$ cat src/rtl/core/bti_pkg.sv
package bti_pkg;

   localparam int MAX_ROWS = 8;
   localparam int MAX_COLS = 8;
   localparam int ROW_W    = 3;
   localparam int COL_W    = 3;
   localparam int CNT_W    = 4;
   localparam int GRID_AW  = $clog2(MAX_ROWS * MAX_COLS);
   localparam int FRAC_W   = 17;
   localparam int DIV_STEPS = FRAC_W;

   typedef enum logic [1:0] {
      MODE_SLEW  = 2'd0,
      MODE_LOAD  = 2'd1,
      MODE_GRID  = 2'd2,
      MODE_QUERY = 2'd3
   } mode_type;

   localparam logic CSR_ROWS = 1'b0;
   localparam logic CSR_COLS = 1'b1;

   typedef struct packed {
      mode_type           mode;
      logic [ROW_W-1:0]   row;
      logic [COL_W-1:0]   col;
      logic signed [31:0] wdata;
      logic signed [31:0] slew_in;
      logic signed [31:0] load_in;
   } item_type;

   // Item as classified by the front end.
   typedef struct packed {
      logic     query;
      logic     wr_ok;
      item_type item;
   } entry_type;

   // Count in use: zero acts as one, above the maximum acts as the maximum.
   function automatic logic [CNT_W-1:0] clamp_count(input logic [CNT_W-1:0] v,
                                                    input logic [CNT_W-1:0] lim);
      logic [CNT_W-1:0] r;
      if (v == '0) begin
         r = CNT_W'(1);
      end else if (v > lim) begin
         r = lim;
      end else begin
         r = v;
      end
      return r;
   endfunction

endpackage

$ cat src/rtl/core/bti_front.sv
module bti_front import bti_pkg::*; (
   input  logic      clock,
   input  logic      reset,
   input  logic      push,
   output logic      full,
   input  item_type  item,
   output logic      q_valid,
   output entry_type q_entry,
   input  logic      q_pop
);

   entry_type  fifo_ff [2];
   logic       wr_ptr_ff;
   logic       rd_ptr_ff;
   logic [1:0] count_ff;
   entry_type  entry_in;
   logic       push_ok;
   logic       pop_ok;

   always_comb begin
      entry_in.item  = item;
      entry_in.query = (item.mode == MODE_QUERY);
      unique case (item.mode)
         MODE_SLEW:  entry_in.wr_ok = (int'(item.row) < MAX_ROWS);
         MODE_LOAD:  entry_in.wr_ok = (int'(item.col) < MAX_COLS);
         MODE_GRID:  entry_in.wr_ok = (int'(item.row) < MAX_ROWS) &&
                                      (int'(item.col) < MAX_COLS);
         MODE_QUERY: entry_in.wr_ok = 1'b0;
         default:    entry_in.wr_ok = 1'b0;
      endcase
   end

   assign full    = (count_ff == 2'd2);
   assign q_valid = (count_ff != 2'd0);
   assign q_entry = fifo_ff[rd_ptr_ff];
   assign push_ok = push && !full;
   assign pop_ok  = q_pop && q_valid;

   always_ff @(posedge clock) begin
      if (push_ok) begin
         fifo_ff[wr_ptr_ff] <= entry_in;
      end
      if (reset) begin
         wr_ptr_ff <= 1'b0;
         rd_ptr_ff <= 1'b0;
         count_ff  <= 2'd0;
      end else begin
         if (push_ok) begin
            wr_ptr_ff <= !wr_ptr_ff;
         end
         if (pop_ok) begin
            rd_ptr_ff <= !rd_ptr_ff;
         end
         priority if (push_ok && !pop_ok) begin
            count_ff <= count_ff + 2'd1;
         end else if (pop_ok && !push_ok) begin
            count_ff <= count_ff - 2'd1;
         end else begin
            count_ff <= count_ff;
         end
      end
   end

endmodule

$ cat config.mk
export PLATFORM = sky130hd
export DESIGN_NAME = bti_front
export DESIGN_NICKNAME = d
export VERILOG_FILES = /design/src/rtl/core/bti_pkg.sv /design/src/rtl/core/bti_front.sv
export SDC_FILE = /design/constraint.sdc
export NUM_CORES = 1
export LEC_CHECK = 0
export BUFFER_PORTS_ARGS = -buffer_cell sky130_fd_sc_hd__buf_4
export CAP_MARGIN = 5
export CORE_MARGIN = 2
export CORE_UTILIZATION = 52
export CTS_BUF_LIST = sky130_fd_sc_hd__clkbuf_16
export CTS_CLUSTER_DIAMETER = 40
export CTS_CLUSTER_SIZE = 28
export DETAILED_ROUTE_END_ITERATION = 6
export PLACE_DENSITY = 0.79
export SLEW_MARGIN = 20
export SYNTH_ARGS = -nofsm -noshare
export SYNTH_HDL_FRONTEND = slang
export SYNTH_SLANG_ARGS = --single-unit
$ cat constraint.sdc
create_clock -name clock -period 4.2 [get_ports clock]
set_input_delay 0.42 -clock clock [delete_from_list [all_inputs] [get_ports clock]]
set_output_delay 0.42 -clock clock [all_outputs]
set_load 0.01 [all_outputs]
==> results of run 1 <==
-- final cells by class --
type                       instances  area [µm²]  share of cell area (%)
sequential                       217        6470                    59.7
clock inverter                    21         305                    2.82
inverter                           3        13.8                   0.127
timing repair buffer             219        1670                    15.4
tap                              188         235                    2.17
multi-input combinational        125        1460                    13.5
clock buffer                      27         676                    6.24
-- worst paths after layout --
path         cells after the start        endpoint
max                              3    q_entry[103]
min reg2reg                      2     count_ff[1]
min                              1  fifo_ff[1][53]
max reg2reg                      4  fifo_ff[0][27]
-- synthesized netlist by cell type (2+ instances only) --
cell and count:
sky130_fd_sc_hd__a21oi_1 2, sky130_fd_sc_hd__buf_2 6, sky130_fd_sc_hd__buf_6 6, sky130_fd_sc_hd__dfxtp_1 5, sky130_fd_sc_hd__edfxtp_1 212, sky130_fd_sc_hd__inv_1 3, sky130_fd_sc_hd__mux2_2 66, sky130_fd_sc_hd__mux2_4 40
sky130_fd_sc_hd__nor2_1 4, sky130_fd_sc_hd__o21ai_0 3, sky130_fd_sc_hd__or3_1 2, sky130_fd_sc_hd__xor2_1 3
-- per-layer routing --
layer | GRT usage, % | share of wire (%)
met5 | 0 | 0
met4 | 5.62 | 2.0
met3 | 4.30 | 7.3
met2 | 30.4 | 51
met1 | 21.7 | 40
-- sequential cells by signal, summed over array words and instances (netlist names), named ones only --
signal,cells
fifo_ff,212
wr_ptr_ff,1
count_ff,2
rd_ptr_ff,1
-- where the power goes --
group          internal (W)  switching [W]  total (W)
sequential          0.00273       0.000153    0.00288
clock               0.00157       0.000893    0.00246
combinational      0.000936       0.000736    0.00167
-- metrics by stage --
stage	std cells	power [W]	area, µm²
2_1_floorplan	357	0.00387	8040
3_3_place_gp	752	0.00457	9850
3_5_place_dp	752	0.00461	9850
4_1_cts	800	0.00709	10800
5_1_grt	800	0.00728	10800
6_report	800	0.00701	10800
-- logic make-up after synthesis --
group,after synthesis
AO/OA/AOI/OAI,5
XOR/XNOR,3
adder cells (fa/ha/maj),1
buffers and inverters,15
flip-flops,217
multiplexers,106
AND/OR/NAND/NOR,10
==> results.md, run 1 <==
| Quantity | Value |
|---|---|
| Top-level port count | 216 |
| Filler instances | 929 |
| ANT nets after route | 0 |
| Max-Slew Margin vs Limit | 33.0% |
| # nets final | 702 |
| Yosys warning count | 0 |
| Area of the core | 15100 µm² |
| Average via count per standard cell | 5.10 |
| Post-CTS setup buffer count | 0 |
| Post-route setup TNS | 0 ns |
| Area of the die | 16500 µm² |
| Ys async rst share | 0% |
| Post-Synthesis Net Count | 466 |
| Total of cells resized after clock tree synthesis | 0 |
| Post-synth cell types | 17 |
| Hold Crit Class | in2reg |
| Maximum clock skew at final layout | 0.0105 ns |
| Critical register-to-register path startpoint | count_ff[0] |
| Vias in the first global route | 4305 |
| Top cell type's share of synthesized area | 79.2% |
| Number of maximum-capacitance violations | 0 |
| Simple-gate share of the synthesized area | 0.654% |
| Synthesis-to-finish area growth | 34.8% |
| Final critical-path share of the clock period | 67.2% |
| Time the final worst path needs with I/O delays and setup | 2.82 ns |
| H-tree lvl count | 1 |
| Post-synthesis share of cell area spent on full adders, half adders and majority gates | 0.156% |
| Final Max Slew Viols | 0 |
| Proportion of layout cells with a drive suffix above 1 | 61.6% |
| Final hold violation count | 0 |
| Sum of routed wire length over all layers | 15000 µm |
| Clock tree from TritonCTS | built |
| Die extent in x | 128 µm |
| Buffers and inverters on the worst path | 2 |
| Detailed router's first-iteration violation count | 224 |
| Num CTS Buffers | 27 |
| Max Fclk | 354 MHz |
| Routability congestion estimate | 0.732 |
| Power density over cell area | 647 nW/µm² |
| Post-synth EDFFs | 212 |
| Worst endpoint data arrival time | 2.40 ns |
| Classification of the worst setup path | reg2out |
| R2R Setup Slk | 1.81 ns |
| Count of inserted antenna diode cells | 0 |
| Initial antenna violation count | 0 |
| Most common cell after layout, fill and taps aside | sky130_fd_sc_hd__buf_4 |
| Slowest stage cell on the critical path | sky130_fd_sc_hd__dfxtp_4 |
| Drt first pass iters | 4 |
| Post-Syn Area | 8040 µm² |
| #FFs+latches synth | 217 |
| Post-Syn Instances | 357 |
| Worst hold margin | 0.0946 ns |
| Number of design rule violations left after detail routing | 0 |
| Cells taking the most area after synthesis | sky130_fd_sc_hd__edfxtp_1, sky130_fd_sc_hd__mux2_2, sky130_fd_sc_hd__mux2_4 |
| Worst-Skew Late Latency | 0.51 ns |
| Pin count of the biggest net entering global routing | 78 |
| Worst Tran Pin Value | 1.00 ns |
| Critical path launch point type | flip-flop |
| Xor and xnor fraction of the mapped netlist area | 0.327% |
| Most frequent cells in the layout | sky130_fd_sc_hd__buf_4, sky130_fd_sc_hd__edfxtp_1, sky130_fd_sc_hd__mux2_2 |
| CP Cell Sequence | buf_12 -> mux2_2 -> buf_4 |
| Leading register cell type out of synthesis | sky130_fd_sc_hd__edfxtp_1 |
| Setup-violating endpoint count in the final report | 0 |
| Critical path peak fanout | 54 |
| Deepest clock path buffer count | 3 |
| Critical hold path startpoint | item[53] |
| Setup slack of the critical path after layout | 1.38 ns |
| CTS clock-pin slew for the worst setup and hold paths | 0.06 ns |
| Count of port buffers added during placement | 215 |
| Combinational family with the most area after synthesis | multiplexers |
| Number of core rows | 45 |
| Unrepaired setup endpoints after global routing | false |
| Leakage power | 4.16 nW |
| Average footprint of a synthesized cell | 22.5 µm² |
| Share of cell area taken by muxes after synthesis | 16.7% |
| Die Ht | 128 µm |
| Critical path capture point type | output pin |
| Count of hold-fix buffers inserted at cts | 0 |
| Starting Density | 53.1% |
| Register area share after synthesis | 80.5% |
| Status | complete, no violations |
| CTS sink cnt | 217 |
| Compound-Gate Fraction of Synth Area | 0.311% |
| Total GRT Usage | 17.5% |
| Area leader, netlist | sky130_fd_sc_hd__edfxtp_1 |
| CP delay by family, top | flip-flops |
| Wire length of the first global-routing pass | 22100 µm |
| CTS Root Cell | sky130_fd_sc_hd__clkbuf_16 |
| Pre-CTS setup slack | 1.72 ns |
| Routed vias | 4081 |
| Final HPWL from detailed placement | 9470 µm |
| Worst vdd ir | 0.663 mV |
| Highest cell delay on the worst timing path | 0.88 ns |
| Sum of overflow across all layers after global routing | 0 |
| Detail-routed net length per standard cell | 18.7 µm |
| Required time worst endpoint | 3.78 ns |
| Post-Route Utilization | 71.5% |
No activity file was read; power rests on OpenSTA's default activity.
==> run 2, diff against run 1 <==
- ABC_AREA: unset -> 1
- clock period: 4.2 -> 2.75 ns (I/O delays scaled with it)
==> results.md, run 2 <==
| Quantity | Value | Delta |
|---|---|---|
| Final Max Slew Viols | 0 | unchanged |
| Wire length of the first global-routing pass | 26000 µm | +18% |
| Synthesis-to-finish area growth | 47.5% |  |
| Switching share of total power | 27.3% | +1.9 points |
| Top cell type's share of synthesized area | 79.0% | -0.20 points |
| Number of design rule violations left after detail routing | 0 | unchanged |
| CTS sink cnt | 217 | unchanged |
| Deepest clock path buffer count | 3 | unchanged |
| Count of port buffers added during placement | 215 | unchanged |
| Setup-violating endpoint count in the final report | 0 | unchanged |
| Area of the core | 15100 µm² | unchanged |
| Number of maximum-capacitance violations | 0 | unchanged |
| Post-Syn Area | 8060 µm² | +0.25% |
| Maximum clock skew at final layout | 0.0123 ns | +0.00182 ns |
| Most common cell after layout, fill and taps aside | sky130_fd_sc_hd__buf_4 |  |
| Starting Density | 53.2% | +0.13 points |
| Post-synth EDFFs | 212 | unchanged |
| Power density over cell area | 873 nW/µm² | +35% |
| Classification of the worst setup path | reg2out |  |
| Critical path launch point type | flip-flop |  |
| Max-Slew Margin vs Limit | 68.1% | +35 points |
| Hold Crit Class | in2reg |  |
| Worst-Skew Late Latency | 0.51 ns | about the same |
| Vias in the first global route | 4843 | +12% |
| Final critical-path share of the clock period | 86.5% |  |
| Top-level port count | 216 | unchanged |
| CTS Root Cell | sky130_fd_sc_hd__clkbuf_16 |  |
| Num CTS Buffers | 27 | unchanged |
| Routability congestion estimate | 0.764 | +4.4% |
| H-tree lvl count | 1 | unchanged |
| Initial antenna violation count | 0 | unchanged |
| ANT nets after route | 0 | unchanged |
| Pre-CTS setup slack | 0.919 ns | -0.803 ns |
| Ys async rst share | 0% | unchanged |
| Combinational power share | 24.5% | +0.7 points |
| Portion of total power attributed to sequential cells | 42.0% | +0.9 points |
| CP Cell Sequence | buf_12 -> mux2_2 -> buf_4 |  |
| Sum of routed wire length over all layers | 17600 µm | +17% |
| Biggest registers after layout | fifo_ff (212), count_ff (2) |  |
| Post-synth cell types | 14 | -3 |
| Die extent in x | 128 µm | +0.12% |
| Buffers and inverters on the worst path | 2 | unchanged |
| Leading cell types by count after synthesis | sky130_fd_sc_hd__edfxtp_1, sky130_fd_sc_hd__mux2_2, sky130_fd_sc_hd__mux2_4, sky130_fd_sc_hd__inv_1 |  |
| Cells taking the most area after synthesis | sky130_fd_sc_hd__edfxtp_1, sky130_fd_sc_hd__mux2_2, sky130_fd_sc_hd__mux2_4 |  |
| Register area share after synthesis | 80.3% | -0.20 points |
| Setup slack of the critical path after layout | 0.372 ns | -1.00 ns |
| Die Ht | 128 µm | +0.12% |
| Power Total | 0.0104 W | +48% |
| Reg with most FFs | fifo_ff |  |
| Cell internal power dissipation | 0.00754 W | +44% |
| Unrepaired setup endpoints after global routing | false |  |
| Busiest grt layer | met2 |  |
| Clock group share of total power | 33.6% | -1.5 points |
| Number of core rows | 45 | unchanged |
| CTS clock-pin slew for the worst setup and hold paths | 0.06 ns | about the same |
| Critical path capture point type | output pin |  |
| Average footprint of a synthesized cell | 21.8 µm² | -3.0% |
| Status | complete, no violations |  |
| Highest cell delay on the worst timing path | 0.61 ns | -0.27 ns |
| #FFs+latches synth | 217 | unchanged |
| Max reg flops | 212 | unchanged |
| Slowest stage cell on the critical path | sky130_fd_sc_hd__dfxtp_4 |  |
| Yosys warning count | 0 | unchanged |
| Drt first pass iters | 4 | unchanged |
| GR Layer Usage met2 | 37.1% | +6.7 points |
| Pin count of the biggest net entering global routing | 79 | +1.3% |
| Required time worst endpoint | 2.48 ns | -1.30 ns |
| Post-Synthesis Net Count | 478 | +2.6% |
| Post-Syn Instances | 369 | +3.4% |
| Max Fclk | 420 MHz |  |
| Leading register cell type out of synthesis | sky130_fd_sc_hd__edfxtp_1 |  |
| Global routing usage on met1 | 26.2% | +4.5 points |
| Proportion of layout cells with a drive suffix above 1 | 52.0% | -9.6 points |
| Met3 demand-to-capacity share in global routing | 4.24% | -0.058 points |
| Worst endpoint data arrival time | 2.10 ns | -0.30 ns |
| Routed vias | 4589 | +12% |
| Sum of overflow across all layers after global routing | 0 | unchanged |
| Final hold violation count | 0 | unchanged |
| Area leader, netlist | sky130_fd_sc_hd__edfxtp_1 |  |
| Critical path peak fanout | 54 | unchanged |
| Worst vdd ir | 0.876 mV | +32% |
| Most instantiated library cell after synthesis | sky130_fd_sc_hd__edfxtp_1 |  |
| Area of the die | 16500 µm² | +0.24% |
| Switching power | 0.00283 W | +59% |
| Post-CTS setup buffer count | 0 | unchanged |
| Leakage power | 4.60 nW | +11% |
| CP delay by family, top | flip-flops |  |
| Final HPWL from detailed placement | 10100 µm | +6.1% |
| Clock tree from TritonCTS | built |  |
| Detailed router's first-iteration violation count | 276 | +23% |
| Average via count per standard cell | 4.97 | -2.5% |
| Time the final worst path needs with I/O delays and setup | 2.38 ns |  |
| Total GRT Usage | 20.7% | +3.2 points |
| # nets final | 822 | +17% |
| Detail-routed net length per standard cell | 19.0 µm | +1.6% |
| Worst Tran Pin Value | 0.479 ns | -0.526 ns |
| Most frequent cells in the layout | sky130_fd_sc_hd__buf_4, sky130_fd_sc_hd__edfxtp_1, sky130_fd_sc_hd__dlygate4sd3_1 |  |
run 2: cell types whose count changed after synthesis, moves of 2 or more:
cell	previous run	this run
sky130_fd_sc_hd__nand2_1	1	8
sky130_fd_sc_hd__inv_1	3	9
sky130_fd_sc_hd__nor2_1	4	8
sky130_fd_sc_hd__xor2_1	3	0
sky130_fd_sc_hd__nand3_1	0	2
sky130_fd_sc_hd__or3_1	2	0
run 2: cell families (layout without fill, tap and decap cells):
kind of cell,Yosys count,count (layout),share of synthesized area [%]
buffers and inverters,21,386,1.63
AO/OA/AOI/OAI,5,5,0.311
multiplexers,106,106,16.7
other,0,1,0
adder cells (fa/ha/maj),1,1,0.155
flip-flops,217,217,80.3
AND/OR/NAND/NOR,19,19,0.948
run 2: power by group through the flow:
stage	Clock, W	Combinational [W]	Sequential (W)
final	0.00348	0.00254	0.00435
after detailed placement	0	0.00239	0.00442
after global placement	0	0.00236	0.00439
after global routing	0.00371	0.00269	0.00439
after floorplan	0	0.00139	0.00436
after CTS	0.00354	0.00253	0.00435
run 2: metrics by stage:
step / utilization, % / area [µm²] / hold WS [ns] / TNS (ns) / std cells
after global routing: 78.4 / 11900 / 0.0426 / 0 / 922
after global placement: 65.5 / 9920 / 0.460 / 0 / 768
after CTS: 78.4 / 11900 / 0.0234 / 0 / 922
after detailed placement: 65.5 / 9920 / 0.462 / 0 / 768
after floorplan: - / 8060 / 0.374 / -216.44 / 369
final: 78.5 / 11900 / 0.0477 / 0 / 923
run 2: worst min-delay path, delay by kind of cell:
family / cells / cell delay, ns
and+or+nand+nor: 1 / 0.09
AOI/OAI and AO/OA: 1 / 0.07
buffers and inverters: 1 / 0.09
run 2: path summary, 6_finish.rpt:
path                                  endpoint  slack [ns]   startpoint  cells past startpoint
worst max register to register  fifo_ff[0][63]        1.14  count_ff[1]                      5
worst max-delay path               q_entry[27]        0.37    flip-flop                      3
worst min-delay path                 rd_ptr_ff        0.05        q_pop                      3
worst min register to register       rd_ptr_ff        0.50    rd_ptr_ff                      2
run 2: layer usage:
layer	vias to the layer above	part of all wire, %
li1	2138	-
met1	2225	41
met2	202	52
met3	24	6.3
met4	0	1.4
met5	-	0
run 2: final cells by class:
type | instances | area [µm²]
fillers | 771 | 3260
flip-flops and latches | 217 | 6470
multi-input cells | 131 | 1470
clock buffers | 27 | 676
repair buffers | 327 | 2750
well taps | 188 | 235
inverters | 9 | 33.8
diodes | 1 | 2.50
clock inverters | 23 | 241
run 2: what timing repair did:
item / 4_1_cts / 5_1_grt
resized for setup: 0 / 0
hold buffers: 104 / 0
hold endpoints to repair: 208 / 0
